==> config.mk <==
export PLATFORM = sky130hd
export DESIGN_NAME = vhnn_queue
export DESIGN_NICKNAME = d
export VERILOG_FILES = /design/src/rtl/vhnn_pkg.sv /design/src/rtl/vhnn_queue.sv
export SDC_FILE = /design/constraint.sdc
export NUM_CORES = 1
export LEC_CHECK = 0
export ABC_AREA = 1
export BUFFER_PORTS_ARGS = -buffer_cell sky130_fd_sc_hd__clkbuf_2
export CORE_ASPECT_RATIO = 0.75
export CORE_MARGIN = 4
export CORE_UTILIZATION = 47
export CTS_BUF_LIST = sky130_fd_sc_hd__clkbuf_16
export CTS_CLUSTER_SIZE = 28
export DETAILED_ROUTE_END_ITERATION = 12
export PLACE_DENSITY = 0.76
export SLEW_MARGIN = 15
export SYNTH_ARGS = -nofsm -noshare
export SYNTH_HDL_FRONTEND = slang
export SYNTH_SLANG_ARGS = --single-unit
export TNS_END_PERCENT = 5
==> constraint.sdc <==
create_clock -name clk -period 5.7 [get_ports clk]
set_input_delay 0.285 -clock clk [delete_from_list [all_inputs] [get_ports clk]]
set_output_delay 0.285 -clock clk [all_outputs]
set_load 0.01 [all_outputs]
==> src/rtl/vhnn_pkg.sv <==
// Package for the voxel hash nearest-neighbor block: types, codes and constants.
// Used by every module in rtl/; depends on nothing.
`default_nettype none
package vhnn_pkg;

  localparam int VOXEL_SLOTS_DEF       = 1024;
  localparam int MAX_BUCKET_POINTS_DEF = 32;
  localparam int MAX_RADIUS_DEF        = 2;
  localparam int MAX_K_DEF             = 16;

  localparam int QUEUE_DEPTH = 2;
  localparam int COORD_W     = 24;
  localparam int KEY_W       = 16;
  localparam int DIST_W      = 52;

  localparam logic [23:0] INV_RESET = 24'd65536;
  localparam logic [5:0]  CAP_RESET = 6'd20;
  localparam logic [1:0]  RAD_RESET = 2'd1;

  localparam logic [1:0] REG_INV = 2'd0;
  localparam logic [1:0] REG_CAP = 2'd1;
  localparam logic [1:0] REG_RAD = 2'd2;

  localparam logic [31:0] HASH_C0 = 32'd73856093;
  localparam logic [31:0] HASH_C1 = 32'd19349669;
  localparam logic [31:0] HASH_C2 = 32'd83492791;

  typedef enum logic [1:0] {
    OP_INSERT  = 2'd0,
    OP_NEAREST = 2'd1,
    OP_KNN     = 2'd2,
    OP_CLEAR   = 2'd3
  } op_t;

  typedef enum logic [1:0] {
    ST_OK          = 2'd0,
    ST_BUCKET_FULL = 2'd1,
    ST_TABLE_FULL  = 2'd2,
    ST_NONE        = 2'd3
  } status_t;

  typedef struct packed {
    op_t                       op;
    logic signed [COORD_W-1:0] qx;
    logic signed [COORD_W-1:0] qy;
    logic signed [COORD_W-1:0] qz;
    logic [4:0]                want;
    logic [KEY_W-1:0]          bx;
    logic [KEY_W-1:0]          by;
    logic [KEY_W-1:0]          bz;
  } item_t;

  typedef enum logic [1:0] {
    FR_IDLE,
    FR_MUL,
    FR_PUSH
  } front_state_t;

  typedef enum logic [3:0] {
    BK_SWEEP,
    BK_IDLE,
    BK_HMUL,
    BK_HMOD,
    BK_PRD,
    BK_PCHK,
    BK_INSERT,
    BK_SCAN,
    BK_DRAIN,
    BK_NEXT,
    BK_EMIT
  } back_state_t;

endpackage
`default_nettype wire

==> src/rtl/vhnn_queue.sv <==
// Short request queue between the front end and the search engine.
// Depends on vhnn_pkg for the entry type and depth.
`default_nettype none
module vhnn_queue (
  input  wire logic            clk,
  input  wire logic            rst,
  input  wire logic            wr,
  input  wire vhnn_pkg::item_t wdata,
  output logic                 full,
  input  wire logic            rd,
  output vhnn_pkg::item_t      rdata,
  output logic                 empty
);

  localparam int QW = (vhnn_pkg::QUEUE_DEPTH > 1) ? $clog2(vhnn_pkg::QUEUE_DEPTH) : 1;

  vhnn_pkg::item_t    mem [vhnn_pkg::QUEUE_DEPTH];
  logic [QW-1:0]      wptr, rptr;
  logic [QW:0]        count;

  assign full  = (count == (QW+1)'(vhnn_pkg::QUEUE_DEPTH));
  assign empty = (count == '0);
  assign rdata = mem[rptr];

  always_ff @(posedge clk) begin
    if (rst) begin
      wptr  <= '0;
      rptr  <= '0;
      count <= '0;
    end else begin
      if (wr) begin
        wptr <= (wptr == QW'(vhnn_pkg::QUEUE_DEPTH - 1)) ? '0 : wptr + 1'b1;
      end
      if (rd) begin
        rptr <= (rptr == QW'(vhnn_pkg::QUEUE_DEPTH - 1)) ? '0 : rptr + 1'b1;
      end
      count <= count + (QW+1)'(wr) - (QW+1)'(rd);
    end
  end

  always_ff @(posedge clk) begin
    if (wr) mem[wptr] <= wdata;
  end

endmodule
`default_nettype wire

Yosys cells after proc, flatten, opt, wreduce, memory -nomap -nowiden:

Memories as Yosys holds them, arrays and structs flattened. A register that Yosys moved wholly into a read port is not among the register bits.
Index checks and enable logic that the tools add are counted.

* register bits: 4
* RAM bits: 254
* output and inout bits: 129
* logic and storage cells: 16
* memories: 1

* add/sub/neg operators: 4
* equal/unequal tests: 1
* mux-type cells: 6
* reduce and logical (&&, ||, !) cells: 1

Memory list
* mem: words 2, bits a word 127, rd ports 1, clocked after memory_dff 1, write ports 1, RTL line vhnn_queue.sv:17 `vhnn_pkg::item_t mem [vhnn_pkg::QUEUE_DEPTH];`

Operators with widths (count)
* 1-bit 2-to-1 mux: 6
* 1-bit adder (second input constant): 2
* 2-bit by 1-bit adder with 2-bit output: 1
* 2-bit == test (second input constant): 1
* 2-bit logical NOT: 1
* 2-bit by 1-bit subtractor with 2-bit output: 1

Logic depth before layout (Yosys ltp):

Gate-level depths: netlist of run 1.

* depth in word-level cells: 4
* gate-level depth with buffers: 9
* mapped depth without buffers: 9

Worst setup path before layout of run 1:

No wires, ideal clock.

* path kind: in2reg
* start point: in wr
* end point: mem mem[0][0] (netlist bit), enable pin
* setup time: 0.618 ns
* arrival: 5.637 ns
* data required time: 5.082 ns
* path slack: -0.555 ns
* stages: 2
* path buffers: 0
* path through: inv_1 -> nor2_1

* word-level cells in the longest chain between the ends: 2

Ends and longest elaborated chain
* from (decl): RTL line vhnn_queue.sv:7 `input wire logic wr,`
* 1-bit 2-to-1 mux: RTL line vhnn_queue.sv:42 `if (wr) mem[wptr] <= wdata;`
* 1-bit 2-to-1 mux (not written as such): RTL line vhnn_queue.sv:42
* to (decl): RTL line vhnn_queue.sv:17

Every way passes these cells.

==> results.toml, run 1 <==
[run_status]
status = "completed"

[layout]
area_growth_syn_to_layout_pct = 38.5
layout_commonest_cell = "clkbuf_2"
postLayoutCellArea_um2 = 13200
fin_nets = 964
drive_above_1_share = 0.500
layout_common_cells = "clkbuf_2, edfxtp_1, dlygate4sd3_1, mux2_2, mux2_4"

[power]
leakage_nw = 5.16
peakVddDrop_v = 0.000236
total_power_w = 0.00436
power_density_nw_per_um2 = 332

[sta]
min_period_over_period = 0.587
rsz0062_at_grt = "false"
hold_violations = 0
tightest_slew_ps = 1190
finalMaxSlewViolations = 0
fmax_ghz = 0.299
tns_ps = 0
hold_ws_ps = 75.6
relSlewSlack = 0.204
setup_violations = 0
period_needed_ps = 3340
finalClockSkew_ps = 13.4

[clocking]
cts_tree = "yes"
ctsResizeCount = 0
clkLatencyLatePin_ps = 510
cts_hold_buffers = 128
cts_root_buffer = "clkbuf_16"
post-cts-setup-buffers = 0
h-tree-depth = 1
path_clk_slew_ps = 60
cts_made_buffers = 26
clockBufferDepth = 3
clkSinkCount = 259

[flow_run]
maxCapViolCount = 0

[worst_setup_path]
path_cells = "buf_4 > mux2_2 > clkbuf_2"
r2r_start = "wptr"
path_class = "reg2out"
critPathSlowestCell = "dfxtp_4"
arrival_ps = 3060
max_stage_delay_ps = 1130
reg2reg_depth = 3
crit_fanout = 81
r2r_setup_slack_ps = 3280
rr_endpoint = "mem[1][73]"
end_kind = "output port"
worst-endpoint-required_ps = 5410
start_kind = "register"

[floorplanning]
die_h_um = 131
fp.dieArea_um2 = 22600
start_util = 0.484
rows = 44
core_um2 = 19600
num_io_pins = 260
dieWidth_um = 172

[min_path]
hold_end = "rptr"
hold_start = "rd"
hp-class = "in2reg"
whs_path_depth = 3

[global_routing]
grt.overflow.total = 0
grt_pass1_vias = 5989
track_usage = 0.177
grt_max_degree = 82
grt_antenna_before_repair = 1
grt_pass1_wl_mm = 31.0

[placed_design]
io_buffers = 259
dp_hpwl_mm = 12.8
place_congestion = 0.785
placed_area_um2 = 11100

[yosys]
synthCells = 426
syn_avg_cell_area_um2 = 22.3
yosysUniqueCellTypes = 14
seq_area_frac_synth = 0.814
synth_area_um2 = 9500
yosysWarnings = 0
synth_nets = 559
ys_ff_latch = 259

[routing]
drc = 0
wire_per_inst_um = 19.0
num_vias = 5429
wl_mm = 21.0
vias_per_cell = 4.91
detail-route-antenna-nets = 0
drtIter0Drc = 324
dr.pass1.iters = 4
-- final cells by class --
cell class	count	area, um^2
flip-flops and latches	259	7730
clock buffers	27	676
clock inverters	20	135
diodes	3	7.51
inverters	8	32.5
fillers	1255	6450
repair buffers	391	2610
multi-input cells	145	1640
well taps	253	317
-- cells by family after synthesis --
family	synth area share
AO/OA/AOI/OAI	0.000527
AND/OR/NAND/NOR	0.00580
XOR/XNOR	0.000923
buffers and inverters	0.0138
adder cells (fa/ha/maj)	0.00263
multiplexers	0.162
flip-flops	0.814
-- registers in the layout (all words and copies together), names as in the netlist, named ones only --
register  flops
mem         254
rptr          1
wptr          1
count         2
-- Yosys cell counts --
cell	count	area (um^2)
nor3_1	1	5.00
mux2_2	97	1090
xnor2_1	1	8.76
buf_2	9	45.0
inv_1	8	30.0
mux2_4	30	450
nand2_1	4	15.0
edfxtp_1	254	7630
nand3_1	1	5.00
a21oi_1	1	5.00
buf_6	5	56.3
nor2_1	8	30.0
dfxtp_1	5	100
ha_1	2	25.0
-- layer usage --
metal	GRT usage	routed length, um	vias up
met5	0	0	-
met4	0.0522	499	0
met3	0.0411	1620	38
met2	0.317	10600	235
met1	0.217	8220	2666
li1	-	-	2490
-- worst max-delay path, delay by kind of cell, from the launching register on --
kind | cells | cell delay (ps)
buffers and inverters | 2 | 880
flip-flops | 1 | 1130
multiplexers | 1 | 430
-- power breakdown --
part | switching, W | internal, W
sequential | 0.0000497 | 0.00221
combinational | 0.000239 | 0.000266
clock | 0.000658 | 0.000940
-- metrics by stage --
step           utilization  worst slack [ps]  std cells
2_1_floorplan            -              1610        426
3_3_place_gp         0.564              2980        928
3_5_place_dp         0.564              2920        928
4_1_cts              0.671              2370       1103
5_1_grt              0.671              2220       1104
6_report             0.671              2360       1106
-- worst max-delay path by stage --
stage	startpoint	to	slack, ps	cells after the start
6_report	register	rdata[59]	2360	3
5_1_grt	register	rdata[59]	2220	3
4_1_cts	register	rdata[62]	2370	3
3_5_place_dp	register	rdata[62]	2920	3
3_3_place_gp	register	rdata[62]	2980	3
2_1_floorplan	wptr	mem[0][0]	1610	1
Note: power is estimated with default switching activity, not from simulation.
==> run 2, diff against run 1 <==
Settings changed: ABC_AREA 1 to 0.
Clock period 5.7 ns to 2.8 ns, I/O delays scaled along.
==> results.toml, run 2 <==
[clocking]
post-cts-setup-buffers = 0
clkSinkCount = 259
clkLatencyLatePin_ps = 500
path_clk_slew_ps = 60
h-tree-depth = 1
cts_root_buffer = "clkbuf_16"
cts_made_buffers = 25
cts_hold_buffers = 131
cts_tree = "yes"
ctsResizeCount = 0
clockBufferDepth = 3

[layout]
layout_commonest_cell = "clkbuf_2"
fin_nets = 956
post-route-util = 0.670
largestRegisters = "mem (254), count (2)"
drive_above_1_share = 0.505
layout_common_cells = "clkbuf_2, edfxtp_1, dlygate4sd3_1, mux2_2, mux2_4"
largest_reg_flops = 254
area_growth_syn_to_layout_pct = 38.4
postLayoutCellArea_um2 = 13100
regMostFlops = "mem"

[sta]
setup_violations = 0
tns_ps = 0
hold_violations = 0
min_period_over_period = 0.700
finalMaxSlewViolations = 0
hold_ws_ps = 355
rsz0062_at_grt = "false"
finalClockSkew_ps = 14.0
period_needed_ps = 1960
fmax_ghz = 0.510
relSlewSlack = 0.508
tightest_slew_ps = 738

[floorplanning]
start_util = 0.484
dieWidth_um = 172
die_h_um = 131
rows = 44
core_um2 = 19600
fp.dieArea_um2 = 22500
num_io_pins = 260

[routing]
num_vias = 5338
wire_per_inst_um = 18.5
vias_per_cell = 4.88
drc = 0
wl_mm = 20.2
dr.pass1.iters = 4
drtIter0Drc = 344
detail-route-antenna-nets = 0

[min_path]
hold_end = "mem[0][41]"
hold_start = "wdata[41]"
hp-class = "in2reg"
whs_path_depth = 2

[worst_setup_path]
arrival_ps = 1820
crit_fanout = 62
worst-endpoint-required_ps = 2660
path_class = "reg2out"
end_kind = "output port"
rr_endpoint = "mem[1][118]"
start_kind = "register"
reg2reg_depth = 2
r2r_start = "wptr"
r2r_setup_slack_ps = 1190

[global_routing]
track_usage = 0.173
grt_max_degree = 128
grt_antenna_before_repair = 0
grt.overflow.total = 0
grt_pass1_wl_mm = 30.6
grt_pass1_vias = 5834

[yosys]
async_reset_ff_frac = 0
synthCells = 416
yosysWarnings = 0
synth-edff-count = 254
seq_area_frac_synth = 0.814
yosysUniqueCellTypes = 13
synth_area_um2 = 9490
synth_top_area_frac = 0.804
synth_nets = 549
synth-main-ff-cell = "edfxtp_1"
syn_avg_cell_area_um2 = 22.8
ys_ff_latch = 259
synthMostInstantiatedCell = "edfxtp_1"
synth_common_cells = "edfxtp_1, mux2_2, mux2_4"
yosys.area.top_type = "edfxtp_1"
synth_area_leaders = "edfxtp_1, mux2_2, mux2_4, dfxtp_1, buf_6"

[flow_run]
maxCapViolCount = 0

[placed_design]
placed_area_um2 = 11100
place_congestion = 0.747
io_buffers = 259

[run_status]
status = "completed"

[power]
power_density_nw_per_um2 = 665
leakage_nw = 5.12
peakVddDrop_v = 0.000505
run 2: where the power goes:
part | total [W] | switching (W) | internal (W)
Clock | 0.00299 | 0.00130 | 0.00169
Sequential | 0.00459 | 0.0000621 | 0.00453
Combinational | 0.00115 | 0.000565 | 0.000589
Total | 0.00874 | 0.00192 | 0.00681
run 2: cell type report:
type / instances / area [um^2]
Antenna cell: 2 / 5.00
Clock buffer: 25 / 626
Clock inverter: 17 / 95.1
Fill cell: 1233 / 6470
Inverter: 2 / 7.51
Multi-Input combinational cell: 141 / 1660
Sequential cell: 259 / 7730
Tap cell: 253 / 317
Timing Repair Buffer: 394 / 2690
run 2: worst max-delay path by stage:
stage	from	end	slack (ps)	depth (start not counted)
finish	register	rdata[6]	840	3
global route	register	rdata[6]	780	3
floorplan	wptr	mem[1][0]	-1020	1
global placement	wptr	mem[1][95]	1280	2
detailed placement	wptr	mem[1][5]	1240	2
CTS	register	rdata[6]	820	3
run 2: cell families (layout without fill, tap and decap cells):
| logic type | count (synthesis) | count (layout) | synth area share |
|---|---|---|---|
| DFF | 259 | 259 | 0.814 |
| buffers and inverters | 16 | 438 | 0.0115 |
| and+or+nand+nor | 9 | 9 | 0.00462 |
| adders and majority gates | 2 | 2 | 0.00264 |
| xor gates and xnor gates | 3 | 3 | 0.00422 |
| muxes | 127 | 127 | 0.163 |
| other | 0 | 2 | 0 |
run 2: metal layers:
metal	GRT usage	share of wire	vias up
met5	0	0	-
met4	0.0457	0.024	0
met3	0.0544	0.088	32
met2	0.299	0.49	246
met1	0.215	0.40	2586
li1	-	-	2474
run 2: critical path, cell delays in order (launching register included):
cell and delay (ps):
dfxtp_4 370, buf_12 310, mux2_2 410, clkbuf_2 140
run 2: stage by stage:
step | power (W) | std cells | setup WS, ps
global placement | 0.00563 | 918 | 1280
finish | 0.00874 | 1093 | 841
detailed placement | 0.00567 | 918 | 1240
floorplan | 0.00525 | 416 | -1020
global route | 0.00910 | 1091 | 783
CTS | 0.00881 | 1091 | 825
