$ cat src/rtl/vhnn_pkg.sv
// Package for the voxel hash nearest-neighbor block: types, codes and constants.
// Used by every module in rtl/; depends on nothing.
`default_nettype none
package vhnn_pkg;

  localparam int VOXEL_SLOTS_DEF       = 1024;
  localparam int MAX_BUCKET_POINTS_DEF = 32;
  localparam int MAX_RADIUS_DEF        = 2;
  localparam int MAX_K_DEF             = 16;

  localparam int QUEUE_DEPTH = 2;
  localparam int COORD_W     = 24;
  localparam int KEY_W       = 16;
  localparam int DIST_W      = 52;

  localparam logic [23:0] INV_RESET = 24'd65536;
  localparam logic [5:0]  CAP_RESET = 6'd20;
  localparam logic [1:0]  RAD_RESET = 2'd1;

  localparam logic [1:0] REG_INV = 2'd0;
  localparam logic [1:0] REG_CAP = 2'd1;
  localparam logic [1:0] REG_RAD = 2'd2;

  localparam logic [31:0] HASH_C0 = 32'd73856093;
  localparam logic [31:0] HASH_C1 = 32'd19349669;
  localparam logic [31:0] HASH_C2 = 32'd83492791;

  typedef enum logic [1:0] {
    OP_INSERT  = 2'd0,
    OP_NEAREST = 2'd1,
    OP_KNN     = 2'd2,
    OP_CLEAR   = 2'd3
  } op_t;

  typedef enum logic [1:0] {
    ST_OK          = 2'd0,
    ST_BUCKET_FULL = 2'd1,
    ST_TABLE_FULL  = 2'd2,
    ST_NONE        = 2'd3
  } status_t;

  typedef struct packed {
    op_t                       op;
    logic signed [COORD_W-1:0] qx;
    logic signed [COORD_W-1:0] qy;
    logic signed [COORD_W-1:0] qz;
    logic [4:0]                want;
    logic [KEY_W-1:0]          bx;
    logic [KEY_W-1:0]          by;
    logic [KEY_W-1:0]          bz;
  } item_t;

  typedef enum logic [1:0] {
    FR_IDLE,
    FR_MUL,
    FR_PUSH
  } front_state_t;

  typedef enum logic [3:0] {
    BK_SWEEP,
    BK_IDLE,
    BK_HMUL,
    BK_HMOD,
    BK_PRD,
    BK_PCHK,
    BK_INSERT,
    BK_SCAN,
    BK_DRAIN,
    BK_NEXT,
    BK_EMIT
  } back_state_t;

endpackage
`default_nettype wire

$ cat src/rtl/vhnn_front.sv
// Front end: accepts requests and computes their voxel indices, one axis a cycle.
// Depends on vhnn_pkg; feeds vhnn_queue.
`default_nettype none
module vhnn_front (
  input  wire logic                  clk,
  input  wire logic                  rst,
  input  wire logic                  in_valid,
  output logic                       in_ready,
  input  wire logic [1:0]            kind,
  input  wire logic signed [23:0]    coord_x,
  input  wire logic signed [23:0]    coord_y,
  input  wire logic signed [23:0]    coord_z,
  input  wire logic [4:0]            want_count,
  input  wire logic [23:0]           inverse_voxel_size,
  input  wire logic                  init_busy,
  output logic                       q_wr,
  output vhnn_pkg::item_t            q_wdata,
  input  wire logic                  q_full
);

  vhnn_pkg::front_state_t state, state_next;
  vhnn_pkg::item_t        item;
  logic [1:0]             step;
  logic signed [23:0]     coord_sel;
  logic signed [48:0]     prod;

  always_comb begin
    unique case (step)
      2'd0:    coord_sel = item.qx;
      2'd1:    coord_sel = item.qy;
      default: coord_sel = item.qz;
    endcase
    prod = coord_sel * $signed({1'b0, inverse_voxel_size});
  end

  always_ff @(posedge clk) begin
    if (rst) begin
      state <= vhnn_pkg::FR_IDLE;
    end else begin
      state <= state_next;
    end
  end

  always_comb begin
    state_next = state;
    in_ready   = 1'b0;
    q_wr       = 1'b0;
    unique case (state)
      vhnn_pkg::FR_IDLE: begin
        in_ready = !init_busy;
        if (in_valid && !init_busy) state_next = vhnn_pkg::FR_MUL;
      end
      vhnn_pkg::FR_MUL: begin
        if (step == 2'd2) state_next = vhnn_pkg::FR_PUSH;
      end
      vhnn_pkg::FR_PUSH: begin
        q_wr = !q_full;
        if (!q_full) state_next = vhnn_pkg::FR_IDLE;
      end
      default: state_next = vhnn_pkg::FR_IDLE;
    endcase
  end

  always_ff @(posedge clk) begin
    if (state == vhnn_pkg::FR_IDLE && in_valid && !init_busy) begin
      item.op   <= vhnn_pkg::op_t'(kind);
      item.qx   <= coord_x;
      item.qy   <= coord_y;
      item.qz   <= coord_z;
      item.want <= want_count;
      step      <= 2'd0;
    end else if (state == vhnn_pkg::FR_MUL) begin
      unique case (step)
        2'd0:    item.bx <= prod[41:26];
        2'd1:    item.by <= prod[41:26];
        default: item.bz <= prod[41:26];
      endcase
      step <= step + 2'd1;
    end
  end

  assign q_wdata = item;

endmodule
`default_nettype wire

$ cat config.mk
export PLATFORM = sky130hd
export DESIGN_NAME = vhnn_front
export DESIGN_NICKNAME = d
export VERILOG_FILES = /design/src/rtl/vhnn_pkg.sv /design/src/rtl/vhnn_front.sv
export SDC_FILE = /design/constraint.sdc
export NUM_CORES = 1
export LEC_CHECK = 0
export ABC_AREA = 1
export BUFFER_PORTS_ARGS = -buffer_cell sky130_fd_sc_hd__buf_4
export CELL_PAD_IN_SITES_DETAIL_PLACEMENT = 1
export CELL_PAD_IN_SITES_GLOBAL_PLACEMENT = 1
export CORE_UTILIZATION = 25
export CTS_BUF_LIST = sky130_fd_sc_hd__clkbuf_8
export DETAILED_ROUTE_END_ITERATION = 7
export PLACE_DENSITY_LB_ADDON = 0.2
export RECOVER_POWER = 100
export SKIP_LAST_GASP = 1
export SYNTH_ARGS = -nofsm -noshare
export SYNTH_HDL_FRONTEND = slang
export SYNTH_SLANG_ARGS = --single-unit
$ cat constraint.sdc
create_clock -name clk -period 8.1 [get_ports clk]
set_input_delay 1.215 -clock clk [delete_from_list [all_inputs] [get_ports clk]]
set_output_delay 1.215 -clock clk [all_outputs]
set_load 0.02 [all_outputs]
**Word-level counts from Yosys, hierarchy flattened**

Index checks and enable logic that the tools add are counted.

- Muxes and demuxes: 7
- Eq/ne operators: 7
- $add $sub $neg: 1
- Reduce and logical (&&, ||, !) cells: 12
- $mul: 1
- Bitwise gates (word level): 2

Operator list:

| operator | number |
|---|---|
| $pmux 24 s2 | 1 |
| $mul 24x25->42 | 1 |
| $reduce_and 3->1 | 4 |
| $mux 2 | 3 |
| $ne 2x2->1 const B | 3 |
| $pmux 2 s3 | 1 |
| $eq 2x1->1 const B | 2 |
| $eq 2x2->1 const B | 2 |
| $logic_not 2->1 | 2 |
| $logic_and 1x1->1 | 3 |
| $add 2x1->2 const B | 1 |
| $logic_not 1->1 | 2 |
| $mux 1 | 2 |
| $not 1->1 | 2 |
| $reduce_or 2->1 | 1 |

- Input port bits: 108
- Output and inout bits: 129
- Word-level logic and storage cells: 40
- Flip-flop bits (word level): 131

**Longest topological paths before layout**

Gate-level depths: netlist of the first run.

- Depth after elaboration: 5
- Gate-level depth with buffers: 37
- Depth with buffers taken out: 35

**Worst setup path after synthesis of the first run**

OpenSTA, ideal clock, no wires.

- Path kind: input to register
- Start: in inverse_voxel_size[18]
- End: reg item, in the netlist q_wdata[13] (data pin)
- Cell stages on the path: 25
- Data required time: 7839 ps
- Path slack: 1077 ps
- Arrival: 6762 ps
- Buffers on the path: 2
- Setup time: 261 ps
- Path through: clkbuf_1 -> clkbuf_1 -> nand2_1 -> fa_1 -> inv_1 -> fa_1 -> inv_1 -> fa_1 -> inv_1 -> fa_1 -> fa_1 -> fa_1 -> inv_1 -> fa_1 -> inv_1 -> ha_1 -> nand2_1 -> nor2_1 -> inv_1 -> nor2_1 -> inv_1 -> nor4_1 -> nand4_1 -> nand3_1 -> nand2_1

- Longest elaborated chain between the ends: 1

Ends and longest elaborated chain:

| element | RTL line | text |
|---|---|---|
| start, declared | vhnn_front.sv:14 | `input wire logic [23:0] inverse_voxel_size,` |
| $mul 24x25->42 | vhnn_front.sv:33 | `prod = coord_sel * $signed({1'b0, inverse_voxel_size});` |
| net prod[39] | vhnn_front.sv:25 | `logic signed [48:0] prod;` |
| end, declared | vhnn_front.sv:22 | `vhnn_pkg::item_t item;` |

The timed path passes the listed nets, and every way through them passes these cells.
A chain may end at the register's enable or synchronous reset.

**Worst setup path after layout of the first run**

- Start: reg step[0]
- End: reg item, in the netlist q_wdata[47] (data pin)

- Longest elaborated chain between the ends: 3
- Elaborated cells on any way between the ends: 4
- Classes of those cells: mul (1); eq/ne (1); mux (1); reduce/logical (1)

Ends and longest elaborated chain:

| element | RTL line | text |
|---|---|---|
| start, declared | vhnn_front.sv:23 | `logic [1:0] step;` |
| start signal, assigned | vhnn_front.sv:78 | `step <= step + 2'd1;` |
| $eq 2x1->1 or $logic_not 2->1 (tied branches) | vhnn_front.sv:28 | `unique case (step)` |
| $pmux 24 s2 * | vhnn_front.sv:28 |  |
| $mul 24x25->42 * | vhnn_front.sv:33 |  |
| net prod[41] | vhnn_front.sv:25 |  |

The timed path passes the listed nets; every way through them passes the cells marked *.

==> impl_metrics.toml, run 1 <==
[clock_tree]
insertion_delay_ns = 0.49
path_clk_slew_ns = 0.08
htreeDepth = 4
cts_tree = "done"
clockBufferDepth = 2
cts.sink_count = 131
numCtsBuffers = 17
cts_root_buf = "clkbuf_8"

[logic_synthesis]
synth_top_family_by_area = "adder cells"
synth_most_common_cell = "inv_1"
yosysUniqueCellTypes = 45
synth_cells = 2470
synth_mux_area_frac = 0
synth_nets = 3206
yosys.area.top_type = "fa_1"
ys_top_cells_by_area = "fa_1 42%, edfxtp_1 17%, inv_1 10%"
syn_area_um2 = 22400
synth-xor-area-share = 0.00861
ys_ff_latch = 131
ys_seq_area_frac = 0.174
yosysWarnings = 0
ys_top_cells_by_count = "601 x inv_1, 469 x fa_1, 424 x nand2_1, 349 x nor2_1, 159 x ha_1"
synth_area_per_cell_um2 = 9.06
synth-main-ff-cell = "edfxtp_1"
synth_fa_ha_area_frac = 0.508
synth_edf_count = 127
netlist.area_leader.share = 0.419
yosys.area_share.simple = 0.155
synthArstFlopShare = 0
synth_compound_area_frac = 0.0328

[worst_setup_path]
end_kind = "flop"
cp_data_required_time_ns = 8.30
start_kind = "flop"
slowest_delay_ns = 0.57
cp_max_fo = 16
critPathMostFrequentCell = "inv_1"
crit_slowest_cell = "fa_1"
rrSetupSlack_ns = 0.28
worstPathArrival_ns = 8.02
crit_type = "reg2reg"

[sta]
hold_violations = 0
rsz0062_at_grt = "yes"
tightest_slew_ns = 1.16
setup_viol = 0
relSlewSlack = 0.226
fin_crit_sh = 0.965
fin_skew_ns = 0.00992
slew_viol_final = 0
fmax_mhz = 128
finalCriticalPeriod_ns = 7.82

[min_path]
hp-class = "reg2reg"

[die]
initial_core_util = 0.253
core-area_um2 = 88500
dieHeight_um = 301
fp-row-count = 109
ios = 237
dieWidth_um = 301
die-area_um2 = 90800

[layout]
stdcell_count = 3928
stdcell_area_um2 = 26700
n_fill_cell = 10300
area_growth_pct = 19.2
drive_gt1_frac = 0.161
fin_nets = 3486
utilization = 0.302

[run]
maxCapViolCount = 0

[grt]
grt_pass1_wl_um = 133000
grt_max_degree = 62
overflow = 0
antenna_found_initial = 5
groute.usage.overall = 0.203
grt_pass1_vias = 20100

[placed_design]
hpwl_um = 77500
io_buffers = 236
gp_congestion = 0.939
place_area_um2 = 26100
dp_cells = 3890

[detailed_routing]
first_iter_violations = 934
antenna_left = 0
num_vias = 17500
routed_via_density = 4.45
drt_first_pass_iters = 6
avgRoutedWirePerCell_um = 22.6
postRouteWirelength_um = 88600
drc = 12

[run_status]
status = "finished, violations left"
violations = "design-rule violations"
[state kept, by name, indices dropped and copies added, names as in the netlist]
register / count
step: 2
q_wdata: 127
state: 2
[layout by cell type, fill, tap and decap left out, types with 5 or more instances in the layout]
| cell type | instances |
|---|---|
| a21o_1 | 6 |
| a21oi_1 | 48 |
| a221o_1 | 16 |
| buf_12 | 7 |
| buf_4 | 255 |
| clkbuf_4 | 80 |
| clkbuf_8 | 17 |
| clkinv_1 | 10 |
| clkinvlp_4 | 7 |
| edfxtp_1 | 127 |
| fa_1 | 469 |
| ha_1 | 156 |
| inv_1 | 598 |
| inv_2 | 6 |
| nand2_1 | 423 |
| nand2_2 | 9 |
| nand3_1 | 24 |
| nand4_1 | 10 |
| nor2_1 | 349 |
| nor2_2 | 5 |
| nor3_1 | 5 |
| o21ai_0 | 29 |
| or2_2 | 14 |
| xnor2_1 | 8 |
| xor2_1 | 10 |
[layout make-up]
class                           instances  area [um2]  share of cell area
Tap cell                             1165        1460              0.0546
Inverter                              619        2340              0.0878
Antenna cell                            1        2.50           0.0000938
Timing Repair Buffer                  350        2730               0.102
Clock buffer                           17         234             0.00877
Multi-Input combinational cell       1631       15900               0.596
Clock inverter                         14         131             0.00492
Sequential cell                       131        3890               0.146
[final timing paths]
path / from / endpoint / cells past startpoint
max: step[0] / q_wdata[47] / 33
min: step[0] / step[0] / 2
min reg2reg: step[0] / step[0] / 2
max reg2reg: step[0] / q_wdata[47] / 33
[what timing repair did]
item	4_1_cts	5_1_grt
gates cloned	0	1
hold buffers	0	0
pin swaps	0	1
buffers inserted	0	5
gates resized for setup	1	26
endpoints found under the hold margin	0	0
setup endpoints to repair	6	48
[logic make-up after synthesis]
group / count (synthesis)
DFF: 131
and+or+nand+nor: 861
AOI/OAI and AO/OA: 119
xor gates and xnor gates: 22
adders and majority gates: 628
buffers and inverters: 709
[routing by layer]
metal	routed length, um	track usage	vias up
li1	-	-	7803
met1	39500	0.272	9103
met2	41600	0.331	460
met3	5400	0.0429	102
met4	2030	0.0505	8
met5	49	0	-
[worst max-delay path: cells and delay by family, from the launching register on]
family | cells | cell delay [ns]
buffers and inverters | 12 | 1.18
adders and majority gates | 9 | 4.15
and+or+nand+nor | 11 | 1.57
AOI/OAI and AO/OA | 1 | 0.22
DFF | 1 | 0.40
[stage by stage]
step | TNS [ns] | hold slack (ns) | setup slack, ns
2_1_floorplan | 0 | 0.458 | 1.08
5_1_grt | -0.00834 | 0.555 | -0.00406
3_3_place_gp | 0 | 0.470 | 0.0882
4_1_cts | 0 | 0.495 | 0.0400
3_5_place_dp | 0 | 0.483 | 0.0189
6_report | 0 | 0.524 | 0.283
Power of run 1 is not shown: default switching activity piles up to over one toggle a cycle in this logic, so the estimate is an artifact.
==> run 2: changes to the inputs <==
--- a/config.mk
+++ b/config.mk
@@ -6,5 +6,5 @@
 export NUM_CORES = 1
 export LEC_CHECK = 0
-export ABC_AREA = 1
+export ABC_CLOCK_PERIOD_IN_PS = 8100
 export BUFFER_PORTS_ARGS = -buffer_cell sky130_fd_sc_hd__buf_4
 export CELL_PAD_IN_SITES_DETAIL_PLACEMENT = 1
==> constraint.sdc (replaced) <==
create_clock -name clk -period 8.1 [get_ports clk]
set_input_delay 0.405 -clock clk [delete_from_list [all_inputs] [get_ports clk]]
set_output_delay 0.405 -clock clk [all_outputs]
set_load 0.02 [all_outputs]
==> impl_metrics.toml, run 2 <==
[detailed_routing]
antenna_left = 0
drc = 0
routed_via_density = 4.36
postRouteWirelength_um = 73700
met3_length_um = 1210
avgRoutedWirePerCell_um = 20.0
top_layer = "met4"
wl_met2_um = 41500
num_vias = 16000
wl_met1_um = 29800
first_iter_violations = 478
drt_first_pass_iters = 4

[worst_setup_path]
critPathMostFrequentCell = "fa_1"
start_kind = "flop"
path_delay_family = "adder cells"
end_kind = "flop"
cp_data_required_time_ns = 8.37
crit_slowest_cell = "fa_1"
rrSetupSlack_ns = 0.31
cp_max_fo = 20
crit_type = "reg2reg"
slowest_delay_ns = 0.54
worstPathArrival_ns = 8.06
crit_buf_inv = 10

[sta]
slew_viol_final = 0
fmax_mhz = 128
hold_violations = 0
rsz0062_at_grt = "yes"
setup_tns_ns = 0
setup_viol = 0
fin_skew_ns = 0.0186
relSlewSlack = 0.294
fin_crit_sh = 0.962
finalCriticalPeriod_ns = 7.79
tightest_slew_ns = 1.06

[die]
die-area_um2 = 90800
dieWidth_um = 301
dieHeight_um = 301
core-area_um2 = 88500
ios = 237
fp-row-count = 109
initial_core_util = 0.253

[clock_tree]
cts.sink_count = 131
clockBufferDepth = 2
hold_buffers = 0
cts_root_buf = "clkbuf_8"
path_clk_slew_ns = 0.09
cts_tree = "done"
htreeDepth = 4
numCtsBuffers = 17
insertion_delay_ns = 0.52

[layout]
stdcell_count = 3678
fin_nets = 3232
layout_common_cells = "524 x inv_1, 468 x fa_1, 290 x nand2_1, 269 x and2_1, 239 x buf_4"
area_growth_pct = 19.9
drive_gt1_frac = 0.175
mostFrequentLayoutCell = "inv_1"
largest_reg_flops = 127

[logic_synthesis]
ys_top_cells_by_count = "526 x inv_1, 469 x fa_1, 290 x nand2_1, 271 x and2_1, 159 x ha_1"
synth-main-ff-cell = "edfxtp_1"
yosys.area.top_type = "fa_1"
ys_top_cells_by_area = "fa_1 42%, edfxtp_1 17%, ha_1 8.9%"
synth_area_per_cell_um2 = 9.95
synth_edf_count = 127
yosysUniqueCellTypes = 57
ys_ff_latch = 131
syn_area_um2 = 22400
synthArstFlopShare = 0
ys_seq_area_frac = 0.174
netlist.area_leader.share = 0.419
synth_cells = 2252
synth_nets = 2988
yosysWarnings = 0
synth_most_common_cell = "inv_1"

[min_path]
hp-class = "in2reg"

[grt]
antenna_found_initial = 2
grt_max_degree = 82
groute.usage.overall = 0.171
grt_pass1_vias = 19300
overflow = 0
grt_pass1_wl_um = 116000

[placed_design]
io_buffers = 236
hpwl_um = 61000
gp_congestion = 0.797
dp_cells = 3634

[run]
maxCapViolCount = 0

[run_status]
status = "complete, no violations"
## run 2: cell families after synthesis
group,count (synthesis),share of synthesized area
AO/OA/AOI/OAI,154,0.0464
XOR/XNOR,28,0.0109
adder cells (fa/ha/maj),628,0.508
buffers and inverters,636,0.108
flip-flops,131,0.174
AND/OR/NAND/NOR,675,0.153
## run 2: repair_timing
action,CTS,global route
setup buffers,4,6
gates resized for setup,20,28
setup endpoints to repair,30,42
pin swaps,3,12
cloned,1,0
## run 2: cell type report
| type | count | area [um2] |
|---|---|---|
| inverter | 526 | 1980 |
| multi-input combinational | 1485 | 16400 |
| antenna | 4 | 10.0 |
| fill | 10100 | 61600 |
| tap | 1165 | 1460 |
| sequential | 131 | 3900 |
| timing repair buffer | 335 | 2720 |
| clock inverter | 15 | 168 |
| clock buffer | 17 | 234 |
## run 2: per-stage QoR
| step | instance area, um2 | hold slack [ns] | setup slack [ns] | utilization |
|---|---|---|---|---|
| 2_1_floorplan | 22400 | 0.459 | 0.342 | - |
| 3_3_place_gp | 26100 | 0.483 | -0.178 | 0.295 |
| 3_5_place_dp | 26100 | 0.512 | -0.284 | 0.295 |
| 4_1_cts | 26700 | 0.00260 | 0.0167 | 0.301 |
| 5_1_grt | 26900 | 0.0147 | -0.0292 | 0.303 |
| 6_report | 26900 | 0.0462 | 0.306 | 0.304 |
## run 2: worst reg2reg max path: cells and delay by family, from the launching register on
family	cells	cell delay, ns
DFF	1	0.40
adders and majority gates	9	3.99
buffers and inverters	10	1.13
xor gates and xnor gates	1	0.08
AOI/OAI and AO/OA	8	1.41
and+or+nand+nor	2	0.54
## run 2: path summary, 6_finish.rpt
kind / startpoint / to / cells after the start
min: rst / state[1] / 2
min reg2reg: state[1] / state[0] / 1
max: step[0] / q_wdata[14] / 30
max reg2reg: step[0] / q_wdata[14] / 30
## run 2: routing by layer
layer | up-vias | track usage
li1 | 7197 | -
met1 | 8617 | 0.202
met2 | 178 | 0.331
met3 | 57 | 0.0119
met4 | 0 | 0.0364
met5 | - | 0
Power of run 2 is left out for the same reason.
==> run 3: changes to the inputs <==
CORE_UTILIZATION = 49   (was 25)
==> impl_metrics.toml, run 3 (synthesized netlist as in run 2, its figures left out) <==
[die]
initial_core_util = 0.501
core-area_um2 = 44700
fp-row-count = 77
die-area_um2 = 46600
ios = 237
dieHeight_um = 216
dieWidth_um = 216

[worst_setup_path]
slowest_delay_ns = 0.58
cp_data_required_time_ns = 8.37
crit_type = "reg2reg"
r2r-start = "step[1]"
end_kind = "flop"
start_kind = "flop"
cp_max_fo = 8
worstPathArrival_ns = 8.18
crit_slowest_cell = "fa_1"
critPathLaunch = "step[1]"

[min_path]
min_from = "rst"
hp-class = "in2reg"

[sta]
fmax_mhz = 126
fin_skew_ns = 0.0170
relSlewSlack = -2.45
setup_viol = 0
slew_viol_final = 99
finalCriticalPeriod_ns = 7.91
setup_tns_ns = 0
fin_crit_sh = 0.977
tightest_slew_ns = 5.17
hold_violations = 0

[clock_tree]
insertion_delay_ns = 0.47
htreeDepth = 4
numCtsBuffers = 17
cts_tree = "done"
clockBufferDepth = 2
cts_root_buf = "clkbuf_8"
path_clk_slew_ns = 0.09
cts.sink_count = 131

[layout]
multi_input_area_um2 = 16400
area.sequential_um2 = 3890
n_fill_cell = 5040
layout_common_cells = "524 x inv_1, 464 x fa_1, 290 x nand2_1, 267 x and2_1, 150 x ha_1"
area_growth_pct = 13.5
drive_gt1_frac = 0.112
fin_nets = 3200
largest_reg_flops = 127
mostFrequentLayoutCell = "inv_1"

[detailed_routing]
antenna_left = 0
routed_via_density = 5.40
avgRoutedWirePerCell_um = 23.0
postRouteWirelength_um = 70800
drt_first_pass_iters = 5
first_iter_violations = 816
num_vias = 16600
drc = 0

[grt]
groute.usage.overall = 0.315
grt_max_degree = 82
grt_pass1_wl_um = 111000
grt_pass1_vias = 20100
antenna_found_initial = 1
overflow = 0

[placed_design]
io_buffers = 236
gp_congestion = 0.873
hpwl_um = 55900

[run_status]
violations = "max-capacitance violations, max-slew violations"
status = "finished, violations left"

[run]
maxCapViolCount = 2
-- run 3: changes by cell type in the layout (fill, tap and decap cells not counted), moves of 3 or more --
| cell | before | now |
|---|---|---|
| buf_4 | 239 | 74 |
| clkbuf_1 | 0 | 132 |
| a311oi_2 | 5 | 0 |
| and2_0 | 0 | 4 |
| fa_1 | 468 | 464 |
| fa_2 | 1 | 5 |
| ha_1 | 154 | 150 |
| ha_4 | 4 | 8 |
| a311oi_1 | 11 | 14 |
| diode_2 | 4 | 1 |
-- run 3: final cells by class --
type                            instances  area share
Tap cell                              592      0.0291
Timing Repair Buffer                  302      0.0779
Antenna cell                            1   0.0000984
Clock buffer                           17     0.00920
Sequential cell                       131       0.153
Inverter                              526      0.0777
Multi-Input combinational cell       1486       0.646
Clock inverter                         15     0.00650
-- run 3: final timing paths --
path,end,slack (ns),depth (start not counted)
max reg2reg,q_wdata[46],0.19,30
min,state[0],0.11,2
min reg2reg,state[0],0.53,1
max,q_wdata[46],0.19,30
-- run 3: what timing repair did --
action / 4_1_cts / 5_1_grt
setup buffers: 5 / 8
setup endpoints to repair: 24 / 45
gates resized for setup: 14 / 41
gates cloned: 0 / 2
pin swaps: 2 / 15
endpoints found under the hold margin: 0 / 0
hold buffers: 0 / 0
-- run 3: routing by layer --
metal  up-vias  track usage  part of all wire
met2       448        0.586              0.54
met5         -            0                 0
li1       7136            -                 -
met3       158       0.0290             0.033
met4         0        0.162             0.053
met1      8838        0.358              0.37
-- run 3: critical path: cells and delay by family (launching register included) --
| family | cells | cell delay, ns |
|---|---|---|
| xor+xnor | 1 | 0.27 |
| fa+ha+maj | 9 | 3.98 |
| flops | 1 | 0.35 |
| compound gates | 5 | 1.12 |
| simple gates | 4 | 0.86 |
| buf+inv | 11 | 1.15 |
-- run 3: per-stage QoR --
step	hold slack (ns)	util	cells	area [um2]	setup slack (ns)
after floorplan	0.459	-	2252	22400	0.342
after global placement	0.493	0.561	3022	25100	0.0555
after detailed placement	0.517	0.561	3022	25100	-0.179
after CTS	0.0603	0.573	3059	25600	0.00127
after global routing	0.0847	0.569	3070	25400	-0.0241
final	0.108	0.569	3070	25400	0.188
Power of run 3 is left out for the same reason.
